`src/hw/rtl/svp_pkg.sv`:
```
// Shared types and constants for the servo pulse block.
// Used by svp_front, svp_fifo, svp_back and the top level.
package svp_pkg;

  localparam int WINDOW_DEF = 8;
  localparam int SAMPLE_W   = 12;
  localparam int REG_W      = 15;
  localparam int PULSE_W    = 15;
  localparam int DUTY_W     = 15;
  localparam int FIFO_DEPTH = 2;

  localparam logic [REG_W-1:0] PULSE_MIN_RST = 15'd500;
  localparam logic [REG_W-1:0] PULSE_MAX_RST = 15'd2500;
  localparam logic [REG_W-1:0] DEAD_BAND_RST = 15'd10;
  localparam logic [REG_W-1:0] PULSE_LIMIT   = 15'd20000;
  localparam logic [REG_W-1:0] DUTY_LIMIT    = 15'd16384;

  // average * span < 2^27, reciprocal of 4095 scaled by 2^27
  localparam int MAP_K = 27;
  localparam logic [15:0] MAP_RECIP = 16'd32776;
  localparam logic [15:0] ADC_FULL  = 16'd4095;

  // duty = width * 512 / 625, reciprocal of 625 scaled by 2^24
  localparam int DUTY_K = 24;
  localparam logic [15:0] DUTY_RECIP = 16'd26843;
  localparam logic [15:0] DUTY_DIV   = 16'd625;

  localparam int ADDR_W = 4;
  typedef enum logic [1:0] {
    REG_PULSE_MIN = 2'd0,
    REG_PULSE_MAX = 2'd1,
    REG_DEAD_BAND = 2'd2
  } reg_idx_t;

  typedef enum logic [0:0] {
    F_IDLE,
    F_SUM
  } front_state_t;

  typedef enum logic [3:0] {
    B_IDLE,
    B_AVG_MUL,
    B_AVG_EST,
    B_AVG_FIX,
    B_MAP_MUL,
    B_MAP_EST,
    B_MAP_FIX,
    B_DUTY_MUL,
    B_DUTY_EST,
    B_DUTY_FIX,
    B_DUTY_OUT
  } back_state_t;

  typedef struct packed {
    logic [REG_W-1:0] pulse_min;
    logic [REG_W-1:0] pulse_max;
    logic [REG_W-1:0] dead_band;
  } cfg_regs_t;

endpackage

```
`src/hw/rtl/svp_front.sv`:
```
// Front end: accepts samples, keeps the sample ring and the running sum.
// Pushes each new ring sum into the queue. Depends on svp_pkg.
module svp_front import svp_pkg::*; #(
  parameter int WINDOW = WINDOW_DEF,
  parameter int SUM_W  = $clog2(WINDOW * 4095 + 1)
) (
  input  logic                clk,
  input  logic                rst_n,
  input  logic                in_valid,
  output logic                in_ready,
  input  logic [SAMPLE_W-1:0] in_sample,
  output logic                push,
  output logic [SUM_W-1:0]    push_sum,
  input  logic                q_full
);

  localparam int IDX_W = (WINDOW > 1) ? $clog2(WINDOW) : 1;

  logic [SAMPLE_W-1:0] ring_mem [WINDOW];

  front_state_t        state_r, state_nxt;
  logic [IDX_W-1:0]    slot_r, slot_nxt;
  logic                wrapped_r, wrapped_nxt;
  logic [SUM_W-1:0]    sum_r, sum_nxt;
  logic [SAMPLE_W-1:0] smp_r;
  logic [SAMPLE_W-1:0] old_r;
  logic                old_vld_r;
  logic                accept;

  assign accept   = in_valid && in_ready;
  assign push_sum = sum_nxt;

  always_ff @(posedge clk) begin
    if (!rst_n) begin
      state_r   <= F_IDLE;
      slot_r    <= '0;
      wrapped_r <= 1'b0;
      sum_r     <= '0;
    end else begin
      state_r   <= state_nxt;
      slot_r    <= slot_nxt;
      wrapped_r <= wrapped_nxt;
      sum_r     <= push ? sum_nxt : sum_r;
    end
  end

  always_ff @(posedge clk) begin
    if (accept) begin
      smp_r     <= in_sample;
      old_r     <= ring_mem[slot_r];
      old_vld_r <= wrapped_r;
    end
    if (push) begin
      ring_mem[slot_r] <= smp_r;
    end
  end

  always_comb begin
    state_nxt   = state_r;
    slot_nxt    = slot_r;
    wrapped_nxt = wrapped_r;
    in_ready    = 1'b0;
    push        = 1'b0;
    sum_nxt     = SUM_W'(sum_r - SUM_W'(old_vld_r ? old_r : '0) + SUM_W'(smp_r));
    case (state_r)
      F_IDLE: begin
        in_ready = 1'b1;
        if (in_valid) begin
          state_nxt = F_SUM;
        end
      end
      F_SUM: begin
        if (!q_full) begin
          push      = 1'b1;
          state_nxt = F_IDLE;
          if (slot_r == IDX_W'(WINDOW - 1)) begin
            slot_nxt    = '0;
            wrapped_nxt = 1'b1;
          end else begin
            slot_nxt = slot_r + 1'b1;
          end
        end
      end
      default: state_nxt = F_IDLE;
    endcase
  end

endmodule

```
`src/hw/rtl/svp_fifo.sv`:
```
// Short queue of ring sums between front and back.
// Depends on svp_pkg for the default depth.
module svp_fifo import svp_pkg::*; #(
  parameter int WIDTH = 15,
  parameter int DEPTH = FIFO_DEPTH
) (
  input  logic             clk,
  input  logic             rst_n,
  input  logic             push,
  input  logic [WIDTH-1:0] push_data,
  input  logic             pop,
  output logic [WIDTH-1:0] pop_data,
  output logic             full,
  output logic             empty
);

  localparam int PTR_W = (DEPTH > 1) ? $clog2(DEPTH) : 1;
  localparam int CNT_W = $clog2(DEPTH + 1);

  logic [WIDTH-1:0] q_mem [DEPTH];
  logic [PTR_W-1:0] wr_ptr_r, rd_ptr_r;
  logic [CNT_W-1:0] cnt_r;

  assign full     = (cnt_r == CNT_W'(DEPTH));
  assign empty    = (cnt_r == '0);
  assign pop_data = q_mem[rd_ptr_r];

  always_ff @(posedge clk) begin
    if (push) begin
      q_mem[wr_ptr_r] <= push_data;
    end
  end

  always_ff @(posedge clk) begin
    if (!rst_n) begin
      wr_ptr_r <= '0;
      rd_ptr_r <= '0;
      cnt_r    <= '0;
    end else begin
      if (push) begin
        wr_ptr_r <= (wr_ptr_r == PTR_W'(DEPTH - 1)) ? '0 : wr_ptr_r + 1'b1;
      end
      if (pop) begin
        rd_ptr_r <= (rd_ptr_r == PTR_W'(DEPTH - 1)) ? '0 : rd_ptr_r + 1'b1;
      end
      if (push && !pop) begin
        cnt_r <= cnt_r + 1'b1;
      end else if (pop && !push) begin
        cnt_r <= cnt_r - 1'b1;
      end
    end
  end

endmodule

```
`src/hw/rtl/svp_back.sv`:
```
// Back end: average, pulse mapping, dead band and duty on one shared
// multiplier, plus the result register. Depends on svp_pkg.
module svp_back import svp_pkg::*; #(
  parameter int WINDOW = WINDOW_DEF,
  parameter int SUM_W  = $clog2(WINDOW * 4095 + 1)
) (
  input  logic                clk,
  input  logic                rst_n,
  input  cfg_regs_t           cfg,
  input  logic [SUM_W-1:0]    q_sum,
  input  logic                q_empty,
  output logic                q_pop,
  output logic                out_valid,
  input  logic                out_ready,
  output logic                out_updated,
  output logic [DUTY_W-1:0]   out_duty,
  output logic [PULSE_W-1:0]  out_pulse,
  output logic [SAMPLE_W-1:0] out_average
);

  localparam int MA_W = (SUM_W > MAP_K) ? SUM_W : MAP_K;
  localparam int MB_W = (SUM_W + 1 > 16) ? SUM_W + 1 : 16;
  localparam int MP_W = MA_W + MB_W;
  localparam logic [MB_W-1:0] AVG_RECIP = MB_W'((64'd1 << SUM_W) / WINDOW);

  back_state_t         state_r, state_nxt;
  logic [MP_W-1:0]     mul_r;
  logic [MA_W-1:0]     mul_a;
  logic [MB_W-1:0]     mul_b;

  logic [SUM_W-1:0]    sum_r;
  logic [SAMPLE_W-1:0] est_r;
  logic [SAMPLE_W-1:0] avg_r;
  logic [MAP_K-1:0]    prod_r;
  logic [PULSE_W-1:0]  qe_r;
  logic [DUTY_W-1:0]   qd_r;
  logic [PULSE_W-1:0]  last_r, last_nxt;
  logic                upd_r, upd_nxt;

  logic                ov_r, ov_nxt;
  logic                ou_r;
  logic [DUTY_W-1:0]   od_r;
  logic [PULSE_W-1:0]  op_r;
  logic [SAMPLE_W-1:0] oa_r;

  logic signed [PULSE_W:0] span;
  logic                    span_neg;
  logic [PULSE_W-1:0]      span_abs;
  logic [SUM_W-1:0]        avg_rem;
  logic [MAP_K-1:0]        map_rem;
  logic [PULSE_W:0]        map_q;
  logic [PULSE_W:0]        width_raw;
  logic [PULSE_W-1:0]      width;
  logic [PULSE_W-1:0]      diff;
  logic [DUTY_K-1:0]       duty_y;
  logic [DUTY_K-1:0]       duty_rem;
  logic [DUTY_W-1:0]       duty;
  logic                    load_out;

  assign out_valid   = ov_r;
  assign out_updated = ou_r;
  assign out_duty    = od_r;
  assign out_pulse   = op_r;
  assign out_average = oa_r;

  assign span     = $signed({1'b0, cfg.pulse_max}) - $signed({1'b0, cfg.pulse_min});
  assign span_neg = span[PULSE_W];
  assign span_abs = span_neg ? PULSE_W'(-span) : PULSE_W'(span);

  assign avg_rem   = sum_r - mul_r[SUM_W-1:0];
  assign map_rem   = prod_r - mul_r[MAP_K-1:0];
  assign map_q     = {1'b0, qe_r} + ((map_rem >= MAP_K'(ADC_FULL)) ? 1'b1 : 1'b0);
  assign width_raw = span_neg ? ({1'b0, cfg.pulse_min} - map_q)
                              : ({1'b0, cfg.pulse_min} + map_q);
  assign width     = (width_raw > {1'b0, PULSE_LIMIT}) ? PULSE_LIMIT
                                                       : width_raw[PULSE_W-1:0];
  assign diff      = (width > last_r) ? (width - last_r) : (last_r - width);
  assign duty_y    = {last_r, 9'b0};
  assign duty_rem  = duty_y - mul_r[DUTY_K-1:0];
  assign duty      = qd_r + ((duty_rem >= DUTY_K'(DUTY_DIV)) ? 1'b1 : 1'b0);

  always_ff @(posedge clk) begin
    mul_r <= MP_W'(mul_a) * MP_W'(mul_b);
  end

  always_ff @(posedge clk) begin
    if (!rst_n) begin
      state_r <= B_IDLE;
      last_r  <= PULSE_MIN_RST;
      ov_r    <= 1'b0;
    end else begin
      state_r <= state_nxt;
      last_r  <= last_nxt;
      ov_r    <= ov_nxt;
    end
  end

  always_ff @(posedge clk) begin
    upd_r <= upd_nxt;
    case (state_r)
      B_IDLE:     sum_r  <= q_sum;
      B_AVG_EST:  est_r  <= mul_r[SUM_W +: SAMPLE_W];
      B_AVG_FIX:  avg_r  <= est_r + ((avg_rem >= SUM_W'(WINDOW)) ? 1'b1 : 1'b0);
      B_MAP_EST:  prod_r <= mul_r[MAP_K-1:0];
      B_MAP_FIX:  qe_r   <= mul_r[MAP_K +: PULSE_W];
      B_DUTY_FIX: qd_r   <= mul_r[DUTY_K +: DUTY_W];
      default: ;
    endcase
    if (load_out) begin
      ou_r <= upd_r;
      od_r <= duty;
      op_r <= last_r;
      oa_r <= avg_r;
    end
  end

  always_comb begin
    state_nxt = state_r;
    last_nxt  = last_r;
    upd_nxt   = upd_r;
    q_pop     = 1'b0;
    load_out  = 1'b0;
    mul_a     = '0;
    mul_b     = '0;
    ov_nxt    = ov_r && !out_ready;
    case (state_r)
      B_IDLE: begin
        if (!q_empty) begin
          q_pop     = 1'b1;
          state_nxt = B_AVG_MUL;
        end
      end
      B_AVG_MUL: begin
        mul_a     = MA_W'(sum_r);
        mul_b     = AVG_RECIP;
        state_nxt = B_AVG_EST;
      end
      B_AVG_EST: begin
        mul_a     = MA_W'(mul_r[SUM_W +: SAMPLE_W]);
        mul_b     = MB_W'(WINDOW);
        state_nxt = B_AVG_FIX;
      end
      B_AVG_FIX: begin
        state_nxt = B_MAP_MUL;
      end
      B_MAP_MUL: begin
        mul_a     = MA_W'(avg_r);
        mul_b     = MB_W'(span_abs);
        state_nxt = B_MAP_EST;
      end
      B_MAP_EST: begin
        mul_a     = MA_W'(mul_r[MAP_K-1:0]);
        mul_b     = MB_W'(MAP_RECIP);
        state_nxt = B_MAP_FIX;
      end
      B_MAP_FIX: begin
        mul_a     = MA_W'(mul_r[MAP_K +: PULSE_W]);
        mul_b     = MB_W'(ADC_FULL);
        state_nxt = B_DUTY_MUL;
      end
      B_DUTY_MUL: begin
        upd_nxt = (diff > cfg.dead_band);
        if (diff > cfg.dead_band) begin
          last_nxt = width;
        end
        state_nxt = B_DUTY_EST;
      end
      B_DUTY_EST: begin
        mul_a     = MA_W'(duty_y);
        mul_b     = MB_W'(DUTY_RECIP);
        state_nxt = B_DUTY_FIX;
      end
      B_DUTY_FIX: begin
        mul_a     = MA_W'(mul_r[DUTY_K +: DUTY_W]);
        mul_b     = MB_W'(DUTY_DIV);
        state_nxt = B_DUTY_OUT;
      end
      B_DUTY_OUT: begin
        mul_a = MA_W'(qd_r);
        mul_b = MB_W'(DUTY_DIV);
        if (!ov_r || out_ready) begin
          load_out  = 1'b1;
          ov_nxt    = 1'b1;
          state_nxt = B_IDLE;
        end
      end
      default: state_nxt = B_IDLE;
    endcase
  end

endmodule

```
`src/hw/rtl/servo_pulse_from_filtered_adc.sv`:
```
// Servo pulse from filtered ADC: top level with APB registers and assertions.
// A request is registered in the front end and pushed into the queue as a ring sum;
// the back end takes one sum at a time, stepping every average, map and duty
// product through one shared multiplier, and stalls while out_tready is low on a held result.
// Reset (sync, active low): sum and ring wrap flag cleared, last pulse set to 500 us,
// registers at 500 / 2500 / 10; no clearing pass, inputs taken at once.
module servo_pulse_from_filtered_adc import svp_pkg::*; #(
  parameter int WINDOW = WINDOW_DEF
) (
  input  logic              clk,
  input  logic              rst_n,
  input  logic              in_tvalid,
  output logic              in_tready,
  input  logic [15:0]       in_tdata,   // [11:0] sample
  output logic              out_tvalid,
  input  logic              out_tready,
  output logic [47:0]       out_tdata,  // [0] updated, [15:1] duty, [30:16] pulse_us,
                                        // [42:31] average
  input  logic              cfg_psel,
  input  logic              cfg_penable,
  input  logic              cfg_pwrite,
  input  logic [ADDR_W-1:0] cfg_paddr,
  input  logic [31:0]       cfg_pwdata,
  output logic [31:0]       cfg_prdata,
  output logic              cfg_pready
);

  localparam int SUM_W = $clog2(WINDOW * 4095 + 1);

  cfg_regs_t           cfg_r;
  logic                cfg_wr;
  reg_idx_t            cfg_idx;

  logic                push;
  logic [SUM_W-1:0]    push_sum;
  logic                pop;
  logic [SUM_W-1:0]    pop_sum;
  logic                q_full;
  logic                q_empty;

  logic                res_upd;
  logic [DUTY_W-1:0]   res_duty;
  logic [PULSE_W-1:0]  res_pulse;
  logic [SAMPLE_W-1:0] res_avg;

  assign cfg_pready = 1'b1;
  assign cfg_wr     = cfg_psel && cfg_penable && cfg_pwrite && cfg_pready;
  assign cfg_idx    = reg_idx_t'(cfg_paddr[3:2]);

  always_ff @(posedge clk) begin
    if (!rst_n) begin
      cfg_r.pulse_min <= PULSE_MIN_RST;
      cfg_r.pulse_max <= PULSE_MAX_RST;
      cfg_r.dead_band <= DEAD_BAND_RST;
    end else if (cfg_wr) begin
      case (cfg_idx)
        REG_PULSE_MIN: cfg_r.pulse_min <= cfg_pwdata[REG_W-1:0];
        REG_PULSE_MAX: cfg_r.pulse_max <= cfg_pwdata[REG_W-1:0];
        REG_DEAD_BAND: cfg_r.dead_band <= cfg_pwdata[REG_W-1:0];
        default: ;
      endcase
    end
  end

  always_comb begin
    case (cfg_idx)
      REG_PULSE_MIN: cfg_prdata = 32'(cfg_r.pulse_min);
      REG_PULSE_MAX: cfg_prdata = 32'(cfg_r.pulse_max);
      REG_DEAD_BAND: cfg_prdata = 32'(cfg_r.dead_band);
      default:       cfg_prdata = '0;
    endcase
  end

  svp_front #(
    .WINDOW (WINDOW),
    .SUM_W  (SUM_W)
  ) u_front (
    .clk       (clk),
    .rst_n     (rst_n),
    .in_valid  (in_tvalid),
    .in_ready  (in_tready),
    .in_sample (in_tdata[SAMPLE_W-1:0]),
    .push      (push),
    .push_sum  (push_sum),
    .q_full    (q_full)
  );

  svp_fifo #(
    .WIDTH (SUM_W),
    .DEPTH (FIFO_DEPTH)
  ) u_fifo (
    .clk       (clk),
    .rst_n     (rst_n),
    .push      (push),
    .push_data (push_sum),
    .pop       (pop),
    .pop_data  (pop_sum),
    .full      (q_full),
    .empty     (q_empty)
  );

  svp_back #(
    .WINDOW (WINDOW),
    .SUM_W  (SUM_W)
  ) u_back (
    .clk         (clk),
    .rst_n       (rst_n),
    .cfg         (cfg_r),
    .q_sum       (pop_sum),
    .q_empty     (q_empty),
    .q_pop       (pop),
    .out_valid   (out_tvalid),
    .out_ready   (out_tready),
    .out_updated (res_upd),
    .out_duty    (res_duty),
    .out_pulse   (res_pulse),
    .out_average (res_avg)
  );

  assign out_tdata = {5'b0, res_avg, res_pulse, res_duty, res_upd};

  a_push_not_full: assert property (@(posedge clk) disable iff (!rst_n)
    push |-> !q_full)
    else $error("queue push while full");

  a_pop_not_empty: assert property (@(posedge clk) disable iff (!rst_n)
    pop |-> !q_empty)
    else $error("queue pop while empty");

  a_result_range: assert property (@(posedge clk) disable iff (!rst_n)
    out_tvalid |-> (res_pulse <= PULSE_LIMIT) && (res_duty <= DUTY_LIMIT))
    else $error("pulse or duty out of range");

  a_front_stalls: assert property (@(posedge clk) disable iff (!rst_n)
    (in_tvalid && in_tready) |=> !in_tready)
    else $error("front took a second sample before pushing the first");

endmodule
```
`config.mk`:
```
export PLATFORM = sky130hd
export DESIGN_NAME = servo_pulse_from_filtered_adc
export DESIGN_NICKNAME = d
export VERILOG_FILES = /design/src/hw/rtl/svp_pkg.sv /design/src/hw/rtl/svp_front.sv /design/src/hw/rtl/svp_fifo.sv /design/src/hw/rtl/svp_back.sv /design/src/hw/rtl/servo_pulse_from_filtered_adc.sv
export SDC_FILE = /design/constraint.sdc
export NUM_CORES = 2
export LEC_CHECK = 0
export ABC_AREA = 1
export BUFFER_PORTS_ARGS = -buffer_cell sky130_fd_sc_hd__buf_2
export CORE_MARGIN = 4
export CORE_UTILIZATION = 50
export CTS_CLUSTER_DIAMETER = 50
export DETAILED_ROUTE_END_ITERATION = 7
export GPL_TIMING_DRIVEN = 1
export PLACE_DENSITY = 0.67
export SLEW_MARGIN = 20
export SYNTH_ARGS = -nofsm -noshare
export SYNTH_HDL_FRONTEND = slang
export SYNTH_SLANG_ARGS = --single-unit
```
`constraint.sdc`:
```
create_clock -name clk -period 12.2 [get_ports clk]
set_input_delay 0 -clock clk [delete_from_list [all_inputs] [get_ports clk]]
set_output_delay 0 -clock clk [all_outputs]
set_load 0.02 [all_outputs]
```
==> results.md <==
GRT:
- The via count of the first global-routing pass is 29800.
- Entering global routing, the biggest net connects 57 pins.
- The combined global-route utilization of all metal layers is 27.8%.
- The first-pass GRT wire length is 169000 um.
- The initial antenna violation count is 2.
- The aggregate global routing overflow is 0.

Drt:
- The routed length per instance is 19.3 um.
- The first TritonRoute pass finished after 6 iterations.
- After detailed routing, the number of remaining DRC violations is 0.
- The detailed router placed 29900 vias in this run.
- The wire length reported by the detailed router is 109000 um.
- The via density per instance is roughly 5.3.
- The detail route stage leaves a number of antenna-violating nets equal to 0.
- The number of DRC markers after the initial detailed-route iteration is 2465.

Floorplan:
- The die covers slightly below 0.08 sq mm.
- The die is roughly 280 um wide.
- The vertical die dimension is 281 um.
- The initial standard-cell utilization of the core is 50.7%.
- The number of primary I/O pins is approximately 140.
- The floorplan step defined a core boundary enclosing 0.0733 sq mm.
- The cell row count is 99.

Pwr:
- The worst ir drop on vdd is 0.200 mV.
- The power per cell area is 192 mW/mm^2.
- The sum of internal, switching and leakage power is roughly 8 mW.
- The leakage power summed over all cells is 19.4 nW.

Synthesis:
- The mapped cell area is ~0.037 sq mm.
- Counting every instance in the synthesized netlist gives around 4400.
- The synthesized flop and latch total is 422.
- The biggest area contributor in the post-synthesis netlist is sky130_fd_sc_hd__edfxtp_1.
- The share of synthesized area in the top cell type comes to about a quarter.
- In the post-synthesis netlist, the biggest area contributors are sky130_fd_sc_hd__edfxtp_1 23%, sky130_fd_sc_hd__fa_1 20%, sky130_fd_sc_hd__inv_1 9.7%, sky130_fd_sc_hd__ha_1 9.0%, sky130_fd_sc_hd__nand2_1 8.9%.
- The synthesized netlist contains 57 unique library cells.
- The most used flip-flop cell after synthesis is sky130_fd_sc_hd__edfxtp_1.
- The share of the yosys chip area belonging to registers is 30.5%.
- Counting flops with an async set or reset pin after synthesis yields a share of 0%.
- A synthesized cell averages 8.54 sq um.
- The count of flip-flops with a built-in enable after synthesis is 291.
- The synthesis warning total is 0.

Clock tree:
- TritonCTS built the clock tree.
- The number of levels the H-tree was split into is 2.
- Counting every sink on the clock net gives 422.
- In this run, CTS created clock tree buffers numbering 56.
- The worst-skew pair later-pin latency is 650 ps.
- The buffer depth of the longest clock path is 3.
- In this run the clock root is driven by a sky130_fd_sc_hd__clkbuf_16.
- In this run the post-CTS setup repair buffer count came out at 0.
- The clock-pin slew of the registers on the worst-case setup and hold paths is 60 ps.

Timing:
- Setup repair after global routing left no endpoint under its margin.
- Of the available clock period, the critical path in the final layout requires 89.4%.
- The final worst clock skew is 78.8 ps.
- Summed over all failing endpoints, the final setup total negative slack is 0 ps.
- The transition time of the tightest slew-check pin is between 1000 and 1500 ps.
- After layout, the worst setup slack is 1290 ps.
- The final count of hold timing violations is 0.
- The setup-violating endpoint count in the final report is 0.
- Subtracting the final worst setup slack from the clock period gives 10910 ps.
- The relative slew slack is around a quarter.
- The fmax is slightly above 90 MHz.
- The count of final max-slew check failures is 0.

Outcome:
- The flow ran to the end, and the final reports show no timing, DRC or antenna violations.

Run:
- Across the run, the number of max-cap violations was 0.

Worst setup path:
- The data arrival at the endpoint of the critical path is 11360 ps.
- The worst stage delay on the critical path is about 500 ps.
- The slowest stage of the critical path belongs to the cell sky130_fd_sc_hd__fa_1.
- The worst setup path is launched from a flip-flop.
- STA puts the critical path data required time at between 10000 and 15000 ps.
- In this run the worst path has a maximum fanout of 19.
- STA classifies the critical path endpoint as a flip-flop.
- In this design, the critical path's most frequently occurring cell is sky130_fd_sc_hd__nand2_1.
- The kind of critical path is flip-flop to flip-flop.

Finish:
- Relative to the synthesized area, the layout overhead comes to 11.7%.
- The proportion of layout cells with a drive suffix above 1 is 6.65%.
- Leaving out fill and tap cells, the most frequent cell in the layout is sky130_fd_sc_hd__inv_1.
- The final layout contains 5301 nets.
- The top cell types in the final layout, fill and taps aside, are 961 x sky130_fd_sc_hd__inv_1, 880 x sky130_fd_sc_hd__nand2_1, 364 x sky130_fd_sc_hd__fa_1, 295 x sky130_fd_sc_hd__nor2_1, 291 x sky130_fd_sc_hd__edfxtp_1.

Min path:
- The path class of the tightest hold or removal check is input port to flip-flop.

Placement:
- The congestion estimate from routability-driven global placement came to between 0.9 and 1.
- The count of input and output buffers is 95.
- The HPWL after detailed placement is 87200 um.
- The post-place setup slack is 1060 ps.
## cell type report
class	instances	area, sq um
inverters	974	3660
clock buffers	62	1420
diodes	3	7.51
repair buffers	178	1190
clock inverters	44	566
well taps	959	1200
fillers	6695	31800
multi-input cells	2979	22100
flip-flops and latches	422	11400
## final timing paths
| kind | slack (ps) | start | to | cells past startpoint |
|---|---|---|---|---|
| max | 1290 | u_back.mul_r[0] | u_back.last_r[3] | 64 |
| min | 40 | cfg_pwrite | cfg_r[26] | 5 |
| max reg2reg | 1290 | u_back.mul_r[0] | u_back.last_r[3] | 64 |
| min reg2reg | 430 | u_back.upd_r | u_back.out_updated | 0 |
## synth_stat cells (12+ instances only)
library cell / n
sky130_fd_sc_hd__a22oi_1: 16
sky130_fd_sc_hd__clkbuf_1: 41
sky130_fd_sc_hd__o221ai_1: 19
sky130_fd_sc_hd__o21bai_1: 12
sky130_fd_sc_hd__nor2_1: 300
sky130_fd_sc_hd__nor3_1: 45
sky130_fd_sc_hd__edfxtp_1: 291
sky130_fd_sc_hd__a21o_1: 13
sky130_fd_sc_hd__ha_1: 267
sky130_fd_sc_hd__o211ai_1: 19
sky130_fd_sc_hd__and2_1: 16
sky130_fd_sc_hd__nand4_1: 47
sky130_fd_sc_hd__a31oi_1: 15
sky130_fd_sc_hd__nor4_1: 19
sky130_fd_sc_hd__dfxtp_1: 131
sky130_fd_sc_hd__xor2_1: 95
sky130_fd_sc_hd__fa_1: 364
sky130_fd_sc_hd__nand2_1: 881
sky130_fd_sc_hd__nand2_2: 16
sky130_fd_sc_hd__nand3_1: 155
sky130_fd_sc_hd__a21oi_1: 225
sky130_fd_sc_hd__buf_4: 29
sky130_fd_sc_hd__nand3b_1: 14
sky130_fd_sc_hd__inv_1: 961
sky130_fd_sc_hd__buf_2: 23
sky130_fd_sc_hd__o21ai_0: 157
sky130_fd_sc_hd__a221oi_1: 24
sky130_fd_sc_hd__xnor2_1: 50
## critical path: cells and delay by family (launching register included)
family	cells	cell delay (ps)
AOI/OAI and AO/OA	13	2130
xor gates and xnor gates	1	160
adders and majority gates	8	2570
buffers and inverters	8	1050
DFF	1	470
and+or+nand+nor	34	4390
## timing repair
item,CTS,global route
endpoints found under the setup margin,0,14
endpoints found under the hold margin,65,0
hold buffers,38,0
gates resized for setup,0,2
## metal layers
metal	vias to the layer above	share of wire (%)	global-route usage [%]
met5	-	0.11	1.10
met4	2	4.8	11.1
met3	287	9.2	5.93
met2	1195	45	44.6
met1	14200	41	37.1
li1	14200	-	-
## per-stage QoR
stage / hold WS, ps / cells / area [sq um] / util [%]
6_report: 43.0 / 5621 / 41600 / 56.7
5_1_grt: 56.3 / 5618 / 41500 / 56.7
4_1_cts: 0.387 / 5618 / 41500 / 56.6
3_5_place_dp: 178 / 5474 / 39200 / 53.4
3_3_place_gp: 176 / 5474 / 39200 / 53.4
2_1_floorplan: 98.9 / 4475 / 37600 / -
## where the power goes
part | switching (mW) | internal, mW
registers | 0.259 | 1.84
clock network | 0.705 | 1.02
logic | 2.75 | 1.41
## flip-flops by register name, summed over array words and instances, names as in the netlist, 2 cells and up
name,count
u_back.avg_r,12
cfg_r,45
u_back.last_r,15
u_back.sum_r,15
u_back.out_duty,15
u_front.slot_r,3
u_back.out_pulse,15
u_front.ring_mem,96
u_back.qe_r,15
u_back.prod_r,27
u_back.mul_r,42
u_back.state_r,4
u_back.est_r,12
u_back.out_average,12
u_front.smp_r,12
u_back.qd_r,15
u_fifo.cnt_r,2
u_fifo.q_mem,30
u_front.old_r,12
u_front.sum_r,15
## cell families (layout without fill, tap and decap cells)
| group | Yosys count | after routing | synth area share (%) |
|---|---|---|---|
| simple gates | 1513 | 1513 | 17.0 |
| buf+inv | 1074 | 1258 | 11.3 |
| fa+ha+maj | 631 | 631 | 28.6 |
| compound gates | 569 | 569 | 9.05 |
| flops | 422 | 422 | 30.5 |
| xor+xnor | 147 | 147 | 3.50 |
| other cells | 2 | 122 | 0.0202 |
No activity file was read; power rests on OpenSTA's default activity.
